[src/design/wcup_pkg.sv]
package wcup_pkg;

    // Field widths
    localparam int VALUE_W  = 32;
    localparam int CHAR_W   = 16;
    localparam int COUNT_W  = 16;
    localparam int BASE_W   = 6;
    localparam int DIGIT_W  = 6;
    localparam int STATUS_W = 2;
    localparam int PROD_W   = VALUE_W + BASE_W;

    // Queue between classifier and executor
    localparam int QUEUE_DEPTH = 4;
    localparam int QPTR_W      = $clog2(QUEUE_DEPTH);
    localparam int QCNT_W      = $clog2(QUEUE_DEPTH + 1);

    // Radix codes
    localparam logic [BASE_W-1:0] BASE_AUTO = BASE_W'(0);
    localparam logic [BASE_W-1:0] BASE_ONE  = BASE_W'(1);
    localparam logic [BASE_W-1:0] BASE_OCT  = BASE_W'(8);
    localparam logic [BASE_W-1:0] BASE_DEC  = BASE_W'(10);
    localparam logic [BASE_W-1:0] BASE_HEX  = BASE_W'(16);
    localparam logic [BASE_W-1:0] BASE_MAX  = BASE_W'(36);

    // Character codes
    localparam logic [CHAR_W-1:0] CH_NUL     = CHAR_W'(8'h00);
    localparam logic [CHAR_W-1:0] CH_ZERO    = CHAR_W'(8'h30);
    localparam logic [CHAR_W-1:0] CH_ONE     = CHAR_W'(8'h31);
    localparam logic [CHAR_W-1:0] CH_NINE    = CHAR_W'(8'h39);
    localparam logic [CHAR_W-1:0] CH_UPPER_A = CHAR_W'(8'h41);
    localparam logic [CHAR_W-1:0] CH_UPPER_Z = CHAR_W'(8'h5A);
    localparam logic [CHAR_W-1:0] CH_LOWER_A = CHAR_W'(8'h61);
    localparam logic [CHAR_W-1:0] CH_LOWER_Z = CHAR_W'(8'h7A);
    localparam logic [CHAR_W-1:0] CH_UPPER_X = CHAR_W'(8'h58);
    localparam logic [CHAR_W-1:0] CH_LOWER_X = CHAR_W'(8'h78);

    // Letters start at digit value ten
    localparam logic [DIGIT_W-1:0] LETTER_OFFSET = DIGIT_W'(10);

    localparam logic [COUNT_W-1:0] COUNT_MAX = {COUNT_W{1'b1}};

    // Result status codes
    localparam logic [STATUS_W-1:0] ST_OK       = STATUS_W'(0);
    localparam logic [STATUS_W-1:0] ST_BAD_BASE = STATUS_W'(1);
    localparam logic [STATUS_W-1:0] ST_EMPTY    = STATUS_W'(2);

    typedef enum logic [1:0] {
        PH_IDLE,
        PH_ZERO,
        PH_DIGITS
    } phase_t;

    // One classified character
    typedef struct packed {
        logic               start;
        logic               term;
        logic               digit_ok;
        logic [DIGIT_W-1:0] digit;
        logic               is_zero;
        logic               is_x;
        logic               is_dec19;
    } cls_t;

    // Queue handshake towards the executor
    typedef struct packed {
        logic full;
        logic empty;
    } q_status_t;

endpackage

[src/design/wcup_front.sv]
module wcup_front (
    input  logic                       s_valid,
    output logic                       s_ready,
    input  logic [wcup_pkg::CHAR_W-1:0] s_ch,
    input  logic                       s_start_req,
    input  wcup_pkg::q_status_t        q_status,
    output logic                       push,
    output wcup_pkg::cls_t             push_item
);

    logic is_dec;
    logic is_lower;
    logic is_upper;

    // Accept whenever the queue has room
    assign s_ready = !q_status.full;
    assign push    = s_valid && !q_status.full;

    // Classify the character
    always_comb begin
        is_dec   = (s_ch >= wcup_pkg::CH_ZERO) && (s_ch <= wcup_pkg::CH_NINE);
        is_lower = (s_ch >= wcup_pkg::CH_LOWER_A) && (s_ch <= wcup_pkg::CH_LOWER_Z);
        is_upper = (s_ch >= wcup_pkg::CH_UPPER_A) && (s_ch <= wcup_pkg::CH_UPPER_Z);

        push_item.start    = s_start_req;
        push_item.term     = (s_ch == wcup_pkg::CH_NUL);
        push_item.digit_ok = is_dec || is_lower || is_upper;
        push_item.is_zero  = (s_ch == wcup_pkg::CH_ZERO);
        push_item.is_x     = (s_ch == wcup_pkg::CH_LOWER_X) || (s_ch == wcup_pkg::CH_UPPER_X);
        push_item.is_dec19 = (s_ch >= wcup_pkg::CH_ONE) && (s_ch <= wcup_pkg::CH_NINE);

        if (is_lower) begin
            push_item.digit = wcup_pkg::DIGIT_W'(s_ch - wcup_pkg::CH_LOWER_A)
                            + wcup_pkg::LETTER_OFFSET;
        end else if (is_upper) begin
            push_item.digit = wcup_pkg::DIGIT_W'(s_ch - wcup_pkg::CH_UPPER_A)
                            + wcup_pkg::LETTER_OFFSET;
        end else begin
            push_item.digit = wcup_pkg::DIGIT_W'(s_ch - wcup_pkg::CH_ZERO);
        end
    end

endmodule

[src/design/wcup_queue.sv]
module wcup_queue (
    input  logic                aclk,
    input  logic                aresetn,
    input  logic                push,
    input  wcup_pkg::cls_t      push_item,
    input  logic                pop,
    output wcup_pkg::cls_t      pop_item,
    output wcup_pkg::q_status_t q_status
);

    wcup_pkg::cls_t                    mem_reg [wcup_pkg::QUEUE_DEPTH];
    logic [wcup_pkg::QPTR_W-1:0]       wr_ptr_reg, wr_ptr_next;
    logic [wcup_pkg::QPTR_W-1:0]       rd_ptr_reg, rd_ptr_next;
    logic [wcup_pkg::QCNT_W-1:0]       cnt_reg, cnt_next;

    assign q_status.full  = (cnt_reg == wcup_pkg::QCNT_W'(wcup_pkg::QUEUE_DEPTH));
    assign q_status.empty = (cnt_reg == '0);
    assign pop_item       = mem_reg[rd_ptr_reg];

    // Advance pointers and occupancy
    always_comb begin
        wr_ptr_next = wr_ptr_reg;
        rd_ptr_next = rd_ptr_reg;
        cnt_next    = cnt_reg;
        if (push) begin
            wr_ptr_next = (wr_ptr_reg == wcup_pkg::QPTR_W'(wcup_pkg::QUEUE_DEPTH - 1))
                        ? '0 : wr_ptr_reg + 1'b1;
        end
        if (pop) begin
            rd_ptr_next = (rd_ptr_reg == wcup_pkg::QPTR_W'(wcup_pkg::QUEUE_DEPTH - 1))
                        ? '0 : rd_ptr_reg + 1'b1;
        end
        case ({push, pop})
            2'b10:   cnt_next = cnt_reg + 1'b1;
            2'b01:   cnt_next = cnt_reg - 1'b1;
            default: cnt_next = cnt_reg;
        endcase
    end

    always_ff @(posedge aclk) begin
        if (!aresetn) begin
            wr_ptr_reg <= '0;
            rd_ptr_reg <= '0;
            cnt_reg    <= '0;
        end else begin
            wr_ptr_reg <= wr_ptr_next;
            rd_ptr_reg <= rd_ptr_next;
            cnt_reg    <= cnt_next;
        end
    end

    // Store the request
    always_ff @(posedge aclk) begin
        if (push) begin
            mem_reg[wr_ptr_reg] <= push_item;
        end
    end

endmodule

[src/design/wcup_back.sv]
module wcup_back (
    input  logic                          aclk,
    input  logic                          aresetn,
    input  logic [wcup_pkg::BASE_W-1:0]   number_base,
    input  wcup_pkg::q_status_t           q_status,
    input  wcup_pkg::cls_t                q_item,
    output logic                          pop,
    output logic                          m_valid,
    input  logic                          m_ready,
    output logic [wcup_pkg::VALUE_W-1:0]  m_value,
    output logic [wcup_pkg::COUNT_W-1:0]  m_consumed,
    output logic [wcup_pkg::STATUS_W-1:0] m_status,
    output logic                          m_overflowed
);

    wcup_pkg::phase_t                  phase_reg, phase_next;
    logic [wcup_pkg::VALUE_W-1:0]      acc_reg, acc_next;
    logic                              ovf_reg, ovf_next;
    logic [wcup_pkg::BASE_W-1:0]       base_reg, base_next;
    logic [wcup_pkg::COUNT_W-1:0]      cnt_reg, cnt_next;

    logic                              m_valid_reg, m_valid_next;
    logic [wcup_pkg::VALUE_W-1:0]      m_value_reg, m_value_next;
    logic [wcup_pkg::COUNT_W-1:0]      m_consumed_reg, m_consumed_next;
    logic [wcup_pkg::STATUS_W-1:0]     m_status_reg, m_status_next;
    logic                              m_overflowed_reg, m_overflowed_next;

    logic                              out_free;
    logic                              go;
    logic                              base_bad;
    logic                              s_bad, s_empty, s_zero, s_undet, s_feed;
    logic                              z_x, z_feed, d_feed, feed, stop, emit;
    logic [wcup_pkg::BASE_W-1:0]       feed_base;
    logic [wcup_pkg::VALUE_W-1:0]      feed_acc;
    logic                              feed_ovf;
    logic [wcup_pkg::COUNT_W-1:0]      feed_cnt;
    logic [wcup_pkg::PROD_W-1:0]       prod;

    assign out_free = !m_valid_reg || m_ready;
    assign go       = !q_status.empty && out_free;
    assign pop      = go;

    // Classify the request against the current phase
    always_comb begin
        base_bad = (number_base == wcup_pkg::BASE_ONE) || (number_base > wcup_pkg::BASE_MAX);
        s_bad    = q_item.start && base_bad;
        s_empty  = q_item.start && !base_bad && q_item.term;
        s_zero   = q_item.start && !base_bad && !q_item.term && q_item.is_zero
                && ((number_base == wcup_pkg::BASE_AUTO) || (number_base == wcup_pkg::BASE_HEX));
        s_undet  = q_item.start && !base_bad && !q_item.term && !s_zero
                && (number_base == wcup_pkg::BASE_AUTO) && !q_item.is_dec19;
        s_feed   = q_item.start && !base_bad && !q_item.term && !s_zero && !s_undet;
        z_x      = !q_item.start && (phase_reg == wcup_pkg::PH_ZERO) && q_item.is_x;
        z_feed   = !q_item.start && (phase_reg == wcup_pkg::PH_ZERO) && !q_item.is_x;
        d_feed   = !q_item.start && (phase_reg == wcup_pkg::PH_DIGITS);
        feed     = s_feed || z_feed || d_feed;

        if (s_feed) begin
            feed_base = (number_base == wcup_pkg::BASE_AUTO) ? wcup_pkg::BASE_DEC : number_base;
        end else if (z_feed) begin
            feed_base = (base_reg == wcup_pkg::BASE_AUTO) ? wcup_pkg::BASE_OCT : base_reg;
        end else begin
            feed_base = base_reg;
        end

        feed_acc = d_feed ? acc_reg : '0;
        feed_ovf = d_feed && ovf_reg;
        if (s_feed) begin
            feed_cnt = '0;
        end else if (z_feed) begin
            feed_cnt = wcup_pkg::COUNT_W'(1);
        end else begin
            feed_cnt = cnt_reg;
        end

        stop = feed && (!q_item.digit_ok || (q_item.digit >= feed_base));
        emit = s_bad || s_empty || s_undet || stop;
        prod = wcup_pkg::PROD_W'(feed_acc) * wcup_pkg::PROD_W'(feed_base)
             + wcup_pkg::PROD_W'(q_item.digit);
    end

    // Next phase
    always_comb begin
        phase_next = phase_reg;
        if (go) begin
            if (s_bad || s_empty || s_undet || stop) begin
                phase_next = wcup_pkg::PH_IDLE;
            end else if (s_zero) begin
                phase_next = wcup_pkg::PH_ZERO;
            end else if (z_x || feed) begin
                phase_next = wcup_pkg::PH_DIGITS;
            end
        end
    end

    // Accumulate digits and build the result
    always_comb begin
        acc_next          = acc_reg;
        ovf_next          = ovf_reg;
        base_next         = base_reg;
        cnt_next          = cnt_reg;
        m_valid_next      = out_free ? 1'b0 : m_valid_reg;
        m_value_next      = m_value_reg;
        m_consumed_next   = m_consumed_reg;
        m_status_next     = m_status_reg;
        m_overflowed_next = m_overflowed_reg;

        if (go) begin
            if (q_item.start) begin
                acc_next  = '0;
                ovf_next  = 1'b0;
                cnt_next  = '0;
                base_next = number_base;
            end
            if (s_zero) begin
                cnt_next = wcup_pkg::COUNT_W'(1);
            end
            if (z_x) begin
                base_next = wcup_pkg::BASE_HEX;
                cnt_next  = wcup_pkg::COUNT_W'(2);
            end
            if (feed && !stop) begin
                base_next = feed_base;
                cnt_next  = (feed_cnt == wcup_pkg::COUNT_MAX) ? feed_cnt : feed_cnt + 1'b1;
                acc_next  = feed_acc;
                ovf_next  = feed_ovf;
                if (!feed_ovf) begin
                    if (prod[wcup_pkg::PROD_W-1:wcup_pkg::VALUE_W] != '0) begin
                        ovf_next = 1'b1;
                    end else begin
                        acc_next = prod[wcup_pkg::VALUE_W-1:0];
                    end
                end
            end

            if (emit) begin
                m_valid_next = 1'b1;
                if (stop) begin
                    m_value_next      = feed_ovf ? {wcup_pkg::VALUE_W{1'b1}} : feed_acc;
                    m_consumed_next   = feed_cnt;
                    m_status_next     = wcup_pkg::ST_OK;
                    m_overflowed_next = feed_ovf;
                end else begin
                    m_value_next      = '0;
                    m_consumed_next   = '0;
                    m_status_next     = s_bad ? wcup_pkg::ST_BAD_BASE : wcup_pkg::ST_EMPTY;
                    m_overflowed_next = 1'b0;
                end
            end
        end
    end

    always_ff @(posedge aclk) begin
        if (!aresetn) begin
            phase_reg   <= wcup_pkg::PH_IDLE;
            acc_reg     <= '0;
            ovf_reg     <= 1'b0;
            base_reg    <= '0;
            cnt_reg     <= '0;
            m_valid_reg <= 1'b0;
        end else begin
            phase_reg   <= phase_next;
            acc_reg     <= acc_next;
            ovf_reg     <= ovf_next;
            base_reg    <= base_next;
            cnt_reg     <= cnt_next;
            m_valid_reg <= m_valid_next;
        end
    end

    // Hold the result payload
    always_ff @(posedge aclk) begin
        m_value_reg      <= m_value_next;
        m_consumed_reg   <= m_consumed_next;
        m_status_reg     <= m_status_next;
        m_overflowed_reg <= m_overflowed_next;
    end

    assign m_valid      = m_valid_reg;
    assign m_value      = m_value_reg;
    assign m_consumed   = m_consumed_reg;
    assign m_status     = m_status_reg;
    assign m_overflowed = m_overflowed_reg;

endmodule

[src/design/wide_char_to_unsigned_parser.sv]
// Streaming wide-character to unsigned integer parser. One character is taken
// per cycle on the s_ channel while the queue has room; s_start_req marks the
// first character of a string. The first character that is not a digit of the
// radix (a zero terminator among them) ends the number and gives one result on
// the m_ channel (value saturating to all ones on overflow, characters consumed,
// status). A classifier decodes each character and pushes it into a four-entry
// queue; the executor pops one request per cycle while the output register is
// free and does a single multiply-accumulate by the radix, so sustained rate is
// one character per clock while results are accepted. The executor pauses only
// while a result is held unaccepted in the output register; the queue then fills
// to four characters before s_ready drops. The user must write cfg_number_base
// only while no string is in flight; the block itself does not enforce this.
module wide_char_to_unsigned_parser (
    input  logic                          aclk,
    input  logic                          aresetn,
    input  logic                          cfg_valid,
    output logic                          cfg_ready,
    input  logic [wcup_pkg::BASE_W-1:0]   cfg_number_base,
    input  logic                          s_valid,
    output logic                          s_ready,
    input  logic [wcup_pkg::CHAR_W-1:0]   s_ch,
    input  logic                          s_start_req,
    output logic                          m_valid,
    input  logic                          m_ready,
    output logic [wcup_pkg::VALUE_W-1:0]  m_value,
    output logic [wcup_pkg::COUNT_W-1:0]  m_consumed,
    output logic [wcup_pkg::STATUS_W-1:0] m_status,
    output logic                          m_overflowed
);

    logic [wcup_pkg::BASE_W-1:0] number_base_reg, number_base_next;
    wcup_pkg::q_status_t         q_status;
    wcup_pkg::cls_t              push_item;
    wcup_pkg::cls_t              pop_item;
    logic                        push;
    logic                        pop;

    // Radix register
    assign cfg_ready        = 1'b1;
    assign number_base_next = cfg_valid ? cfg_number_base : number_base_reg;

    always_ff @(posedge aclk) begin
        if (!aresetn) begin
            number_base_reg <= wcup_pkg::BASE_AUTO;
        end else begin
            number_base_reg <= number_base_next;
        end
    end

    wcup_front u_front (
        .s_valid     (s_valid),
        .s_ready     (s_ready),
        .s_ch        (s_ch),
        .s_start_req (s_start_req),
        .q_status    (q_status),
        .push        (push),
        .push_item   (push_item)
    );

    wcup_queue u_queue (
        .aclk      (aclk),
        .aresetn   (aresetn),
        .push      (push),
        .push_item (push_item),
        .pop       (pop),
        .pop_item  (pop_item),
        .q_status  (q_status)
    );

    wcup_back u_back (
        .aclk         (aclk),
        .aresetn      (aresetn),
        .number_base  (number_base_reg),
        .q_status     (q_status),
        .q_item       (pop_item),
        .pop          (pop),
        .m_valid      (m_valid),
        .m_ready      (m_ready),
        .m_value      (m_value),
        .m_consumed   (m_consumed),
        .m_status     (m_status),
        .m_overflowed (m_overflowed)
    );

endmodule
[config.mk]
export PLATFORM = sky130hd
export DESIGN_NAME = wide_char_to_unsigned_parser
export DESIGN_NICKNAME = d
export VERILOG_FILES = /design/src/design/wcup_pkg.sv /design/src/design/wcup_front.sv /design/src/design/wcup_queue.sv /design/src/design/wcup_back.sv /design/src/design/wide_char_to_unsigned_parser.sv
export SDC_FILE = /design/constraint.sdc
export NUM_CORES = 1
export LEC_CHECK = 0
export BUFFER_PORTS_ARGS = -buffer_cell sky130_fd_sc_hd__clkbuf_2
export CAP_MARGIN = 20
export CORE_MARGIN = 1
export CORE_UTILIZATION = 45
export CTS_BUF_LIST = sky130_fd_sc_hd__clkbuf_8
export DETAILED_ROUTE_END_ITERATION = 8
export MAX_ROUTING_LAYER = met4
export PLACE_DENSITY = 0.61
export SKIP_CTS_REPAIR_TIMING = 1
export SLEW_MARGIN = 25
export SYNTH_ARGS = -nofsm -noshare
export SYNTH_HDL_FRONTEND = slang
export SYNTH_SLANG_ARGS = --single-unit
[constraint.sdc]
create_clock -name aclk -period 17 [get_ports aclk]
set_clock_uncertainty 0.05 [all_clocks]
set_input_delay 3.4 -clock aclk [delete_from_list [all_inputs] [get_ports aclk]]
set_output_delay 3.4 -clock aclk [all_outputs]
set_load 0.02 [all_outputs]
==> run_results.csv <==
group,metric,value,unit
placed_design,gp_congestion,0.899,
timing,max_freq,114,MHz
placed_design,placed_cell_area,0.0149,mm²
critical_path,cp_slowest_stage_delay,0.86,ns
critical_path,arrival,9.09,ns
die,die_area,0.0319,mm²
yosys,synth_top_area_share,21.2,%
clocking,clock_path_buffers,2,
timing,hold_viol,0,
yosys,ys_seq_area_share,31.6,%
pwr,cellLeakagePower,0.00642,µW
routing,post-route-drc-count,0,
yosys,syn_area_per_cell,9.91,µm²
placed_design,io_buffers,80,
critical_path,path_class,"reg2reg",
timing,holdWs,0.444,ns
yosys,synth_largest_area_cell,"edfxtp_1",
timing,fin_crit,8.75,ns
pwr,vdd_drop_max,91.1,µV
clocking,worstSkewPairLatency,0.51,ns
clocking,htree_levels,4,
critical_path,rrSetupSlack,8.25,ns
die,pin_count,82,
routing,first_iter_violations,623,
final_layout,largest_register_ffs,48,
routing,first_pass_iters,5,
global_routing,grt_start_max_net_pins,41,
final_layout,utilization,49.9,%
timing,grt_setup_unrepaired,"false",
clocking,cts_root_buf,"clkbuf_8",
critical_path,critPathCaptureType,"register",
timing,maxSlewHeadroom,43.3,%
global_routing,grt_pass1_vias,10700,
timing,fin_crit_sh,51.5,%
timing,setup_tns,0,ns
outcome,status,"complete, no violations",
timing,finalSetupViolations,0,
global_routing,grt_use_total,23.0,%
pwr,powerDensity,97.6,mW/mm²
routing,wl_per_cell,17.7,µm
routing,wirelength,33300,µm
clocking,cts-buffers-inserted,17,
routing,ant_nets,0,
yosys,synth_cells,1418,
final_layout,layout_common_cells,"nor2_1 (311), fa_1 (125), nand2_1 (105), ha_1 (105), edfxtp_1 (99)",
yosys,async_flop_share,0,%
final_layout,drive_gt1_share,14.4,%
final_layout,area_growth,9.00,%
die,rows,64,
final_layout,stdcell_area,0.0153,mm²
yosys,synth_edf_count,99,
final_layout,antenna_cells,0,
die,start_util,45.8,%
yosys,yosys.cell_types.count,86,
yosys,ys.warnings.count,0,
die,die_w,179,µm
clocking,path_clk_slew,0.10,ns
critical_path,critPathMaxFanout,33,
placed_design,dp_hpwl,25000,µm
final_layout,final_common_cell,"nor2_1",
global_routing,grt_antenna_before_repair,0,
routing,vias_per_cell,5.63,
yosys,synthFlopType,"edfxtp_1",
critical_path,worstPathRequired,17.34,ns
global_routing,grt_pass1_wl,55900,µm
critical_path,cp_common_cell,"fa_1",
critical_path,start_kind,"register",
die,core_area,0.0307,mm²
yosys,synth_fp_nets,1676,
yosys,synthTopCellsByArea,"edfxtp_1 (21%), fa_1 (18%), dfxtp_1 (10%)",
clocking,tritoncts,"built",
final_layout,fin_nets,1727,
job,drv_cap,0,
routing,num_vias,10600,
yosys,synth_seq_cells,172,
die,fp.dieH,179,µm
clocking,numClockSinks,172,
yosys,netlist_area,0.0140,mm²
critical_path,cp_slowest_cell,"dfxtp_1",
global_routing,overflow,0,
hold_path,hp-class,"reg2reg",
timing,drv_slew,0,
timing,worst_pin_slew,0.843,ns
==> per-layer routing <==
layer	wire [µm]	up-vias	GRT usage, %
li1	-	5058	-
met1	15600	5256	30.1
met2	16000	239	38.0
met3	1410	20	3.69
met4	260	0	4.17
met5	0	-	-
==> layout make-up <==
type,count,area (µm²)
clock buffer,18,248
clock inverter,14,196
fill,2841,15400
inverter,66,248
multi-input combinational,1118,9170
sequential,172,4430
tap,396,495
timing repair buffer,94,526
==> final timing paths <==
| kind | to | from | cells past startpoint |
|---|---|---|---|
| worst min register to register | register | u_queue.rd_ptr_reg[1] | 2 |
| worst min-delay path | register | u_queue.rd_ptr_reg[1] | 2 |
| worst max-delay path | u_back.acc_reg[1] | register | 25 |
| worst max register to register | u_back.acc_reg[1] | register | 25 |
==> power by group <==
part           leakage, µW  internal (µW)  switching (µW)
logic              0.00467            177             409
registers          0.00154            534            44.8
clock network     0.000221            144             186
total              0.00642            855             640
==> kinds of logic (layout without fill, tap and decap cells) <==
logic type / after synthesis / in the layout / share of synthesized area, %
and+or+nand+nor: 577 / 577 / 18.4
AOI/OAI and AO/OA: 245 / 245 / 13.5
other: 1 / 1 / 0.0267
xor gates and xnor gates: 40 / 40 / 2.49
DFF: 172 / 172 / 31.6
muxes: 25 / 25 / 2.87
adders and majority gates: 230 / 230 / 27.2
buffers and inverters: 128 / 192 / 3.95
==> synthesized netlist by cell type, drive strengths merged (4+ instances only) <==
cell / instances
nor2: 313
fa: 125
ha: 105
nand2: 105
edfxtp: 99
dfxtp: 73
a21oi: 67
inv: 66
o21ai: 50
clkbuf: 37
o2bb2ai: 32
nand3: 30
xnor2: 26
buf: 25
nor3: 23
and3: 22
or2: 14
xor2: 14
and2: 12
mux4: 12
nor2b: 12
a21o: 11
mux2i: 11
nand4: 10
o211ai: 10
o21a: 9
a211oi: 7
nor4: 7
o211a: 7
a21boi: 6
and4: 6
a31oi: 5
a41oi: 5
a31o: 4
nand2b: 4
o2111ai: 4
==> critical path, delay by kind of cell, from the launching register on <==
kind	cells	cell delay, ns
multiplexers	2	0.95
AND/OR/NAND/NOR	4	1.43
buffers and inverters	5	0.80
adder cells (fa/ha/maj)	5	2.36
AO/OA/AOI/OAI	9	2.17
flip-flops	1	0.86
==> per-stage QoR <==
stage	power, µW	setup WS [ns]	instances
after floorplan	972	9.56	1418
after global routing	1590	7.63	1878
after CTS	1510	8.20	1878
after global placement	1160	8.35	1845
after detailed placement	1180	8.22	1846
final	1490	8.25	1878
Note: power is estimated with default switching activity, not from simulation.
